[src/hw/rtl/qri_pkg.sv]
package qri_pkg;

   localparam int COMPONENT_BITS_DEF = 16;
   localparam int RATE_FRAC = 12;
   localparam int DT_FRAC = 16;
   // The extra bit accounts for the factor one half in the kinematic equation.
   localparam int INC_SHIFT = RATE_FRAC + DT_FRAC + 1;

   localparam logic [15:0] STEP_TIME_RESET = 16'd1311;
   localparam logic [15:0] OUT_ONE = 16'(1 << 14);

   localparam logic ACT_INTEGRATE = 1'b0;
   localparam logic ACT_LOAD = 1'b1;

   localparam int NUM_TERMS = 12;

   // One product of a quaternion component and a body rate; last marks the end of a derivative.
   typedef struct packed {
      logic [1:0] comp;
      logic [1:0] rate;
      logic       neg;
      logic       last;
   } term_type;

   localparam term_type TERM_TABLE [NUM_TERMS] = '{
      '{2'd1, 2'd0, 1'b1, 1'b0}, '{2'd2, 2'd1, 1'b1, 1'b0}, '{2'd3, 2'd2, 1'b1, 1'b1},
      '{2'd0, 2'd0, 1'b0, 1'b0}, '{2'd2, 2'd2, 1'b0, 1'b0}, '{2'd3, 2'd1, 1'b1, 1'b1},
      '{2'd0, 2'd1, 1'b0, 1'b0}, '{2'd1, 2'd2, 1'b1, 1'b0}, '{2'd3, 2'd0, 1'b0, 1'b1},
      '{2'd0, 2'd2, 1'b0, 1'b0}, '{2'd1, 2'd1, 1'b0, 1'b0}, '{2'd2, 2'd0, 1'b1, 1'b1}
   };

endpackage

[src/hw/rtl/qri_mul.sv]
module qri_mul #(
   parameter int A_BITS = 34,
   parameter int B_BITS = 17
) (
   input  logic                              clock,
   input  logic signed [A_BITS-1:0]          mul_a,
   input  logic signed [B_BITS-1:0]          mul_b,
   output logic signed [A_BITS+B_BITS-1:0]   prod_ff
);

   always_ff @(posedge clock) begin
      prod_ff <= mul_a * mul_b;
   end

endmodule

[src/hw/rtl/qri_isqrt.sv]
module qri_isqrt #(
   parameter int W = 34
) (
   input  logic             clock,
   input  logic             reset,
   input  logic             start,
   input  logic [W-1:0]     radicand,
   output logic             done_ff,
   output logic [W/2-1:0]   root
);

   localparam int KW = $clog2(W/2);

   logic [W-1:0]  rem_ff;
   logic [W-1:0]  r_ff;
   logic [KW-1:0] k_ff;
   logic          busy_ff;
   logic [W-1:0]  bit_val;
   logic [W:0]    trial;

   assign bit_val = W'(1) << {k_ff, 1'b0};
   assign trial = {1'b0, r_ff} + {1'b0, bit_val};
   assign root = r_ff[W/2-1:0];

   always_ff @(posedge clock) begin
      if (reset) begin
         busy_ff <= 1'b0;
         done_ff <= 1'b0;
      end else begin
         done_ff <= 1'b0;
         if (start) begin
            rem_ff <= radicand;
            r_ff <= '0;
            k_ff <= KW'(W/2 - 1);
            busy_ff <= 1'b1;
         end else if (busy_ff) begin
            if ({1'b0, rem_ff} >= trial) begin
               rem_ff <= rem_ff - trial[W-1:0];
               r_ff <= (r_ff >> 1) + bit_val;
            end else begin
               r_ff <= r_ff >> 1;
            end
            k_ff <= k_ff - KW'(1);
            if (k_ff == '0) begin
               busy_ff <= 1'b0;
               done_ff <= 1'b1;
            end
         end
      end
   end

endmodule

[src/hw/rtl/qri_div.sv]
module qri_div #(
   parameter int NB = 32,
   parameter int DB = 17,
   parameter int QB = 16
) (
   input  logic           clock,
   input  logic           reset,
   input  logic           start,
   input  logic [NB-1:0]  num,
   input  logic [DB-1:0]  den,
   output logic           done_ff,
   output logic [QB-1:0]  quo
);

   localparam int CW = $clog2(QB);

   logic [DB-1:0] rem_ff;
   logic [QB-1:0] q_ff;
   logic [CW-1:0] cnt_ff;
   logic          busy_ff;
   logic [DB:0]   t;
   logic          ge;

   // The caller guarantees the high part of the numerator is below the divisor.
   assign t = {rem_ff, q_ff[QB-1]};
   assign ge = t >= {1'b0, den};
   assign quo = q_ff;

   always_ff @(posedge clock) begin
      if (reset) begin
         busy_ff <= 1'b0;
         done_ff <= 1'b0;
      end else begin
         done_ff <= 1'b0;
         if (start) begin
            rem_ff <= DB'(num >> QB);
            q_ff <= num[QB-1:0];
            cnt_ff <= CW'(QB - 1);
            busy_ff <= 1'b1;
         end else if (busy_ff) begin
            rem_ff <= ge ? DB'(t - {1'b0, den}) : DB'(t);
            q_ff <= {q_ff[QB-2:0], ge};
            cnt_ff <= cnt_ff - CW'(1);
            if (cnt_ff == '0) begin
               busy_ff <= 1'b0;
               done_ff <= 1'b1;
            end
         end
      end
   end

endmodule

[src/hw/rtl/quaternion_rate_integrator.sv]
// Attitude quaternion integrator with renormalization.
// Input channel (req_*): one item per transfer. An integrate item (action 0)
// advances the attitude by half of Omega(rates) times the quaternion times
// step_time; a load item (action 1) sets the attitude from the load fields.
// Either way the new attitude is divided by its norm and sent as one result
// on the rsp_* channel. A zero norm restores identity and sets norm_zero.
// Datapath: one registered multiplier, a one-bit-per-cycle square root and a
// one-bit-per-cycle divider run in sequence; the divider, which computes
// the four normalized components one after another, dominates the time
// from transfer in to result valid. req_ready is high only while idle, so
// a new item is taken only after the previous one has reached the output
// register.
// The result sits in an output register, so the next item is taken while
// the previous result waits; a receiver that stalls longer holds the block
// at its last step until the result register is free.
// Reset gives the identity attitude and step_time 1311; csr writes take
// effect at once and belong only in idle periods.
module quaternion_rate_integrator import qri_pkg::*; #(
   parameter int COMPONENT_BITS = COMPONENT_BITS_DEF
) (
   input  logic               clock,
   input  logic               reset,
   input  logic               req_valid,
   output logic               req_ready,
   input  logic               req_action,
   input  logic signed [15:0] req_roll_rate,
   input  logic signed [15:0] req_pitch_rate,
   input  logic signed [15:0] req_yaw_rate,
   input  logic signed [15:0] req_load_w,
   input  logic signed [15:0] req_load_x,
   input  logic signed [15:0] req_load_y,
   input  logic signed [15:0] req_load_z,
   output logic               rsp_valid,
   input  logic               rsp_ready,
   output logic signed [15:0] rsp_out_w,
   output logic signed [15:0] rsp_out_x,
   output logic signed [15:0] rsp_out_y,
   output logic signed [15:0] rsp_out_z,
   output logic               rsp_norm_zero,
   input  logic               csr_write_en,
   input  logic [15:0]        csr_write_data
);

   localparam int CB = COMPONENT_BITS;
   localparam int FB = CB - 2;
   localparam int AW = CB + 18;
   localparam int BW = (CB + 1 > 17) ? CB + 1 : 17;
   localparam int PW = AW + BW;
   localparam int IW = CB + 6;
   localparam int SW = 2 * CB + 1;
   localparam int SQW = (SW > 64) ? 64 : SW;
   localparam int EW = SQW + (SQW % 2);
   localparam int RW = EW / 2;
   localparam int NB = 2 * CB;
   localparam int QB = CB;
   localparam int SHR = (CB >= 16) ? CB - 16 : 0;
   localparam int SHL = (CB < 16) ? 16 - CB : 0;

   localparam logic signed [CB-1:0] ONE_C = CB'(64'd1 << FB);
   localparam logic signed [IW-1:0] CMAX_W = IW'((64'd1 << (CB - 1)) - 64'd1);
   localparam logic signed [IW-1:0] CMIN_W = ~CMAX_W;

   typedef enum logic [3:0] {
      ST_IDLE, ST_MUL, ST_ACC, ST_STEP, ST_UPD, ST_SQ, ST_SQACC,
      ST_ROOTGO, ST_ROOT, ST_DIVGO, ST_DIVW, ST_OUT
   } state_type;

   state_type               state_ff;
   logic signed [CB-1:0]    att_ff [4];
   logic signed [CB-1:0]    c_ff [4];
   logic signed [15:0]      rate_ff [3];
   logic [15:0]             step_ff;
   logic signed [AW-1:0]    acc_ff;
   logic [SW-1:0]           sum_ff;
   logic [3:0]              cnt_ff;
   logic [1:0]              j_ff;
   logic                    flag_ff;
   logic                    rsp_valid_ff;
   logic signed [15:0]      out_w_ff, out_x_ff, out_y_ff, out_z_ff;
   logic                    out_zero_ff;

   logic signed [AW-1:0]    mul_a;
   logic signed [BW-1:0]    mul_b;
   logic signed [PW-1:0]    prod_ff;
   term_type                term;
   logic signed [AW-1:0]    prod_t;
   logic signed [AW-1:0]    acc_mag;
   logic [PW-1:0]           rounded;
   logic [IW-1:0]           inc_t;
   logic signed [IW-1:0]    inc_s;
   logic signed [IW-1:0]    upd_sum;
   logic [SQW-1:0]          s_clamp;
   logic                    sq_start, sq_done;
   logic [RW-1:0]           sq_root;
   logic [CB-1:0]           c_mag;
   logic [NB-1:0]           div_num;
   logic                    div_start, div_done;
   logic [QB-1:0]           div_quo;

   function automatic logic signed [CB-1:0] sat_c(input logic signed [IW-1:0] v);
      if (v > CMAX_W) begin
         return CMAX_W[CB-1:0];
      end else if (v < CMIN_W) begin
         return CMIN_W[CB-1:0];
      end
      return v[CB-1:0];
   endfunction

   function automatic logic signed [15:0] to_out(input logic signed [CB-1:0] v);
      logic signed [47:0] wide;
      wide = 48'(v);
      if (CB >= 16) begin
         return 16'(wide >>> SHR);
      end
      return 16'(wide <<< SHL);
   endfunction

   assign term = TERM_TABLE[cnt_ff];
   assign prod_t = prod_ff[AW-1:0];
   assign acc_mag = acc_ff[AW-1] ? -acc_ff : acc_ff;
   assign rounded = $unsigned(prod_ff) + PW'(64'd1 << (INC_SHIFT - 1));
   assign inc_t = IW'(rounded >> INC_SHIFT);
   assign inc_s = acc_ff[AW-1] ? -$signed(inc_t) : $signed(inc_t);
   assign upd_sum = IW'(att_ff[j_ff]) + inc_s;
   // The sum of squares can only pass 64 bits when COMPONENT_BITS is 32 or more.
   assign s_clamp = ((sum_ff >> SQW) != '0) ? '1 : SQW'(sum_ff);
   assign c_mag = c_ff[j_ff][CB-1] ? CB'(-c_ff[j_ff]) : CB'(c_ff[j_ff]);
   assign div_num = (NB'(c_mag) << FB) + NB'(sq_root >> 1);
   assign sq_start = (state_ff == ST_ROOTGO) && (sum_ff != '0);
   assign div_start = (state_ff == ST_DIVGO);

   always_comb begin
      mul_a = '0;
      mul_b = '0;
      case (state_ff)
         ST_MUL: begin
            mul_a = AW'(att_ff[term.comp]);
            mul_b = BW'(rate_ff[term.rate]);
         end
         ST_STEP: begin
            mul_a = acc_mag;
            mul_b = BW'($signed({1'b0, step_ff}));
         end
         ST_SQ: begin
            mul_a = AW'(c_ff[j_ff]);
            mul_b = BW'(c_ff[j_ff]);
         end
         default: begin
         end
      endcase
   end

   qri_mul #(.A_BITS(AW), .B_BITS(BW)) u_mul (
      .clock   (clock),
      .mul_a   (mul_a),
      .mul_b   (mul_b),
      .prod_ff (prod_ff)
   );

   qri_isqrt #(.W(EW)) u_isqrt (
      .clock    (clock),
      .reset    (reset),
      .start    (sq_start),
      .radicand (EW'(s_clamp)),
      .done_ff  (sq_done),
      .root     (sq_root)
   );

   qri_div #(.NB(NB), .DB(RW), .QB(QB)) u_div (
      .clock   (clock),
      .reset   (reset),
      .start   (div_start),
      .num     (div_num),
      .den     (sq_root),
      .done_ff (div_done),
      .quo     (div_quo)
   );

   always_ff @(posedge clock) begin
      if (reset) begin
         state_ff <= ST_IDLE;
         att_ff[0] <= ONE_C;
         att_ff[1] <= '0;
         att_ff[2] <= '0;
         att_ff[3] <= '0;
         step_ff <= STEP_TIME_RESET;
         rsp_valid_ff <= 1'b0;
      end else begin
         if (csr_write_en) begin
            step_ff <= csr_write_data;
         end
         // The output step sets valid itself, including when a transfer frees the register.
         if (rsp_valid_ff && rsp_ready && state_ff != ST_OUT) begin
            rsp_valid_ff <= 1'b0;
         end
         case (state_ff)
            ST_IDLE: begin
               if (req_valid) begin
                  sum_ff <= '0;
                  acc_ff <= '0;
                  cnt_ff <= '0;
                  j_ff <= '0;
                  flag_ff <= 1'b0;
                  rate_ff[0] <= req_roll_rate;
                  rate_ff[1] <= req_pitch_rate;
                  rate_ff[2] <= req_yaw_rate;
                  if (req_action == ACT_LOAD) begin
                     c_ff[0] <= sat_c(IW'(req_load_w));
                     c_ff[1] <= sat_c(IW'(req_load_x));
                     c_ff[2] <= sat_c(IW'(req_load_y));
                     c_ff[3] <= sat_c(IW'(req_load_z));
                     state_ff <= ST_SQ;
                  end else begin
                     state_ff <= ST_MUL;
                  end
               end
            end
            ST_MUL: begin
               state_ff <= ST_ACC;
            end
            ST_ACC: begin
               acc_ff <= term.neg ? acc_ff - prod_t : acc_ff + prod_t;
               cnt_ff <= cnt_ff + 4'd1;
               state_ff <= term.last ? ST_STEP : ST_MUL;
            end
            ST_STEP: begin
               state_ff <= ST_UPD;
            end
            ST_UPD: begin
               c_ff[j_ff] <= sat_c(upd_sum);
               acc_ff <= '0;
               j_ff <= j_ff + 2'd1;
               state_ff <= (j_ff == 2'd3) ? ST_SQ : ST_MUL;
            end
            ST_SQ: begin
               state_ff <= ST_SQACC;
            end
            ST_SQACC: begin
               sum_ff <= sum_ff + SW'($unsigned(prod_ff));
               j_ff <= j_ff + 2'd1;
               state_ff <= (j_ff == 2'd3) ? ST_ROOTGO : ST_SQ;
            end
            ST_ROOTGO: begin
               if (sum_ff == '0) begin
                  att_ff[0] <= ONE_C;
                  att_ff[1] <= '0;
                  att_ff[2] <= '0;
                  att_ff[3] <= '0;
                  flag_ff <= 1'b1;
                  state_ff <= ST_OUT;
               end else begin
                  state_ff <= ST_ROOT;
               end
            end
            ST_ROOT: begin
               if (sq_done) begin
                  state_ff <= ST_DIVGO;
               end
            end
            ST_DIVGO: begin
               state_ff <= ST_DIVW;
            end
            ST_DIVW: begin
               if (div_done) begin
                  att_ff[j_ff] <= c_ff[j_ff][CB-1] ? -$signed(div_quo) : $signed(div_quo);
                  j_ff <= j_ff + 2'd1;
                  state_ff <= (j_ff == 2'd3) ? ST_OUT : ST_DIVGO;
               end
            end
            ST_OUT: begin
               if (!rsp_valid_ff || rsp_ready) begin
                  out_w_ff <= to_out(att_ff[0]);
                  out_x_ff <= to_out(att_ff[1]);
                  out_y_ff <= to_out(att_ff[2]);
                  out_z_ff <= to_out(att_ff[3]);
                  out_zero_ff <= flag_ff;
                  rsp_valid_ff <= 1'b1;
                  state_ff <= ST_IDLE;
               end
            end
            default: begin
               state_ff <= ST_IDLE;
            end
         endcase
      end
   end

   assign req_ready = (state_ff == ST_IDLE);
   assign rsp_valid = rsp_valid_ff;
   assign rsp_out_w = out_w_ff;
   assign rsp_out_x = out_x_ff;
   assign rsp_out_y = out_y_ff;
   assign rsp_out_z = out_z_ff;
   assign rsp_norm_zero = out_zero_ff;

`ifndef SYNTHESIS
   a_busy_after_transfer: assert property (@(posedge clock) disable iff (reset)
      req_valid && req_ready |=> !req_ready)
      else $error("input taken while an item is in progress");

   a_identity_on_zero: assert property (@(posedge clock) disable iff (reset)
      rsp_valid && rsp_norm_zero |-> rsp_out_w == OUT_ONE && rsp_out_x == '0
         && rsp_out_y == '0 && rsp_out_z == '0)
      else $error("zero norm result is not the identity");

   a_result_from_out: assert property (@(posedge clock) disable iff (reset)
      $rose(rsp_valid_ff) |-> $past(state_ff == ST_OUT))
      else $error("result raised outside the output step");
`endif

endmodule

[config.mk]
export PLATFORM = sky130hd
export DESIGN_NAME = quaternion_rate_integrator
export DESIGN_NICKNAME = d
export VERILOG_FILES = /design/src/hw/rtl/qri_pkg.sv /design/src/hw/rtl/qri_mul.sv /design/src/hw/rtl/qri_isqrt.sv /design/src/hw/rtl/qri_div.sv /design/src/hw/rtl/quaternion_rate_integrator.sv
export SDC_FILE = /design/constraint.sdc
export NUM_CORES = 2
export LEC_CHECK = 0
export ABC_AREA = 1
export BUFFER_PORTS_ARGS = -buffer_cell sky130_fd_sc_hd__buf_2
export CORE_ASPECT_RATIO = 0.7
export CORE_MARGIN = 2
export CORE_UTILIZATION = 59
export DETAILED_ROUTE_END_ITERATION = 10
export GPL_TIMING_DRIVEN = 1
export MAX_ROUTING_LAYER = met4
export PLACE_DENSITY = 0.79
export SYNTH_ARGS = -nofsm -noshare
export SYNTH_HDL_FRONTEND = slang
export SYNTH_HIERARCHICAL = 1
export SYNTH_SLANG_ARGS = --single-unit
[constraint.sdc]
create_clock -name clock -period 7.6 [get_ports clock]
set_input_delay 0 -clock clock [delete_from_list [all_inputs] [get_ports clock]]
set_output_delay 0 -clock clock [all_outputs]
set_load 0.02 [all_outputs]
==> flow_summary.toml <==
[route]
wl_per_cell_um = 21.4
first_pass_iters = 9
via_per_inst = 5.81
vias = 57200
ant_nets = 0
routed_wl_um = 211000
drc = 0
drtIter0Drc = 7331

[synthesis]
async_flop_share = 0
synthCells = 7856
synth_common_cells = "nand2_1, inv_1, nor2_1"
yosys.area.top_type = "edfxtp_1"
synth_ff_type = "edfxtp_1"
ys_types = 68
synth_top_area_share = 0.219
avgSynthCellArea_um2 = 7.41
synth_warnings = 6
ys_seq_elements = 503
synth_area_um2 = 58200
synth_area_leaders = "edfxtp_1, fa_1, nand2_1"
synth_edf_count = 425
synth.most_common_cell = "nand2_1"
yosysSeqAreaShare = 0.246

[sta]
min_period_ns = 7.54
max_freq_mhz = 133
min_period_over_period = 0.992
slew_viol_final = 0
hold_viol_final = 0
worst_pin_slew_ns = 1.07
setup_viol = 0
hold-worst-slack_ns = 0.0609
clock_skew_ns = 0.0363
setup_tns_ns = 0
fin_ws_ns = 0.0573
slew_headroom = 0.282
rsz0062_at_grt = "true"

[clocking]
cts_tree = "done"
htree_levels = 2
root_buffer = "clkbuf_16"
cts_buffer_depth = 3
clk_latency_ns = 0.67
numCtsBuffers = 53
clk_pin_slew_ns = 0.09
clock-sinks = 503

[critical_path]
crit_required_ns = 8.14
cp_slowest_stage_delay_ns = 0.58
path_class = "flop to flop"
cp-start-kind = "flop"
cpMaxStageDelayCell = "fa_1"
worstPathMaxFanout = 15
crit_arrival_ns = 8.08
path_common_cell = "fa_1"
end_kind = "flop"

[floorplan]
core_area_um2 = 97900
die_height_um = 267
rows = 96
dieWidth_um = 379
start_util = 0.594
io_pins = 201
die_area_um2 = 101000

[power_and_ir_drop]
leakage_nw = 35.1
power_density_nw_per_um2 = 397
vdd_ir_drop_max_uv = 319

[final_layout]
multi_input_area_um2 = 38100
syn_to_final_growth_pct = 18.5
seq_area_um2 = 14300
layout.nets = 9469
drive_gt1_frac = 0.133
fillCellCount = 7707

[hold_path]
hp-class = "input port to flop"

[placed_design]
portBuffers = 200
dp_worst_setup_slack_ns = -0.163
gp_congestion = 1.06
dp_hpwl_um = 155000

[status]
status = "completed"

[global_routing]
grt_overflow_total = 0
grt_pass1_wl_um = 316000
grt_max_degree = 66
grt_pass1_vias = 55900
grt_antenna_before_repair = 15
grt_use_total = 0.419

[run]
maxCapViolCount = 0
[flip-flops by register name, indices dropped and copies added, names as in the netlist, 16 cells and up, named ones only]
register        count
rsp_out_y          16
u_div/rem_ff       17
u_isqrt/rem_ff     34
rsp_out_w          16
u_mul/prod_ff      51
rsp_out_z          16
c_ff               64
acc_ff             34
rsp_out_x          16
u_div/quo          16
att_ff             64
step_ff            16
rate_ff            48
s_clamp            33
u_isqrt/r_ff       34
[routing by layer]
metal / routed length [um] / global-route usage / part of all wire / vias up
li1: - / - / - / 25600
met2: 90300 / 0.620 / 0.43 / 3868
met5: 0 / - / 0 / -
met4: 10200 / 0.153 / 0.048 / 0
met1: 82200 / 0.555 / 0.39 / 26800
met3: 28200 / 0.112 / 0.13 / 875
[power by group]
part | internal [mW] | total (mW) | switching [mW]
Sequential | 3.53 | 4.07 | 0.545
Combinational | 7.61 | 20.4 | 12.8
Clock | 1.53 | 2.81 | 1.27
[metrics by stage]
step	power, mW	utilization	area (um2)	instances
2_1_floorplan	14.9	-	58200	7858
3_3_place_gp	21.5	0.644	63000	9469
3_5_place_dp	21.8	0.644	63000	9469
4_1_cts	24.7	0.682	66800	9764
5_1_grt	29.0	0.704	68900	9848
6_report	27.3	0.704	68900	9849
[path summary, 6_finish.rpt]
path                                            startpoint  slack (ns)                   endpoint  depth (start not counted)
worst max-delay path               cnt_ff[0]$_SDFFCE_PP0P_        0.06  u_mul/prod_ff[38]$_DFF_P_                         33
worst min-delay path                      req_roll_rate[8]        0.06    rate_ff[0][8]$_DFFE_PP_                          2
worst max register to register     cnt_ff[0]$_SDFFCE_PP0P_        0.06  u_mul/prod_ff[38]$_DFF_P_                         33
worst min register to register  att_ff[2][5]$_SDFFCE_PN0P_        0.47     rsp_out_y[5]$_DFFE_PP_                          0
[layout by cell type (no fill, tap or decap), types with 22 or more instances in the layout]
cell type,count
inv_1,1532
xnor2_1,89
nor2_2,41
o21bai_1,27
nor4_1,26
nand3b_1,26
dlygate4sd3_1,196
ha_4,31
o21ai_1,41
buf_6,31
buf_2,200
nor2_4,26
nand2_2,93
nand3_1,376
a31oi_1,28
o21a_1,26
or2_2,33
inv_2,46
nand3_2,23
ha_1,273
nand2_4,23
fa_1,547
nor3_1,76
nand4_1,62
nor2_1,586
buf_4,331
nand2_1,2090
a21oi_2,22
buf_12,48
o21ai_0,280
xor2_1,125
edfxtp_1,425
clkbuf_16,64
a21oi_1,315
o211ai_1,28
dfxtp_1,77
[repair_timing]
| item | in CTS | in global routing |
|---|---|---|
| hold buffers | 196 | 0 |
| hold endpoints to repair | 142 | 0 |
| buffers inserted | 0 | 59 |
| setup endpoints to repair | 11 | 41 |
| gates resized for setup | 4 | 362 |
| cloned | 0 | 10 |
| pin swaps | 0 | 130 |
[worst max-delay path: cells and delay by family (launching register included)]
kind | cells | cell delay, ns
AO/OA/AOI/OAI | 4 | 0.48
adder cells (fa/ha/maj) | 8 | 3.77
buffers and inverters | 11 | 1.56
flip-flops | 1 | 0.42
AND/OR/NAND/NOR | 10 | 1.21
[area by class of cell]
| cell class | instances | share of cell area |
|---|---|---|
| tap | 1323 | 0.0240 |
| inverter | 1585 | 0.0865 |
| clock inverter | 25 | 0.00443 |
| antenna | 16 | 0.000581 |
| sequential | 503 | 0.208 |
| multi-input combinational | 5503 | 0.552 |
| clock buffer | 74 | 0.0218 |
| timing repair buffer | 820 | 0.103 |
[cells by family (layout without fill, tap and decap cells)]
family                     after synthesis  count (layout)  share of synthesized area
and+or+nand+nor                       3522            3522                      0.253
buffers and inverters                 1852            2504                      0.122
AOI/OAI and AO/OA                      887             887                     0.0853
adders and majority gates              869             869                      0.259
DFF                                    503             503                      0.246
xor gates and xnor gates               217             217                     0.0328
muxes                                    5               5                   0.000968
other                                    1              19                  0.0000645
Note: power is estimated with default switching activity, not from simulation.
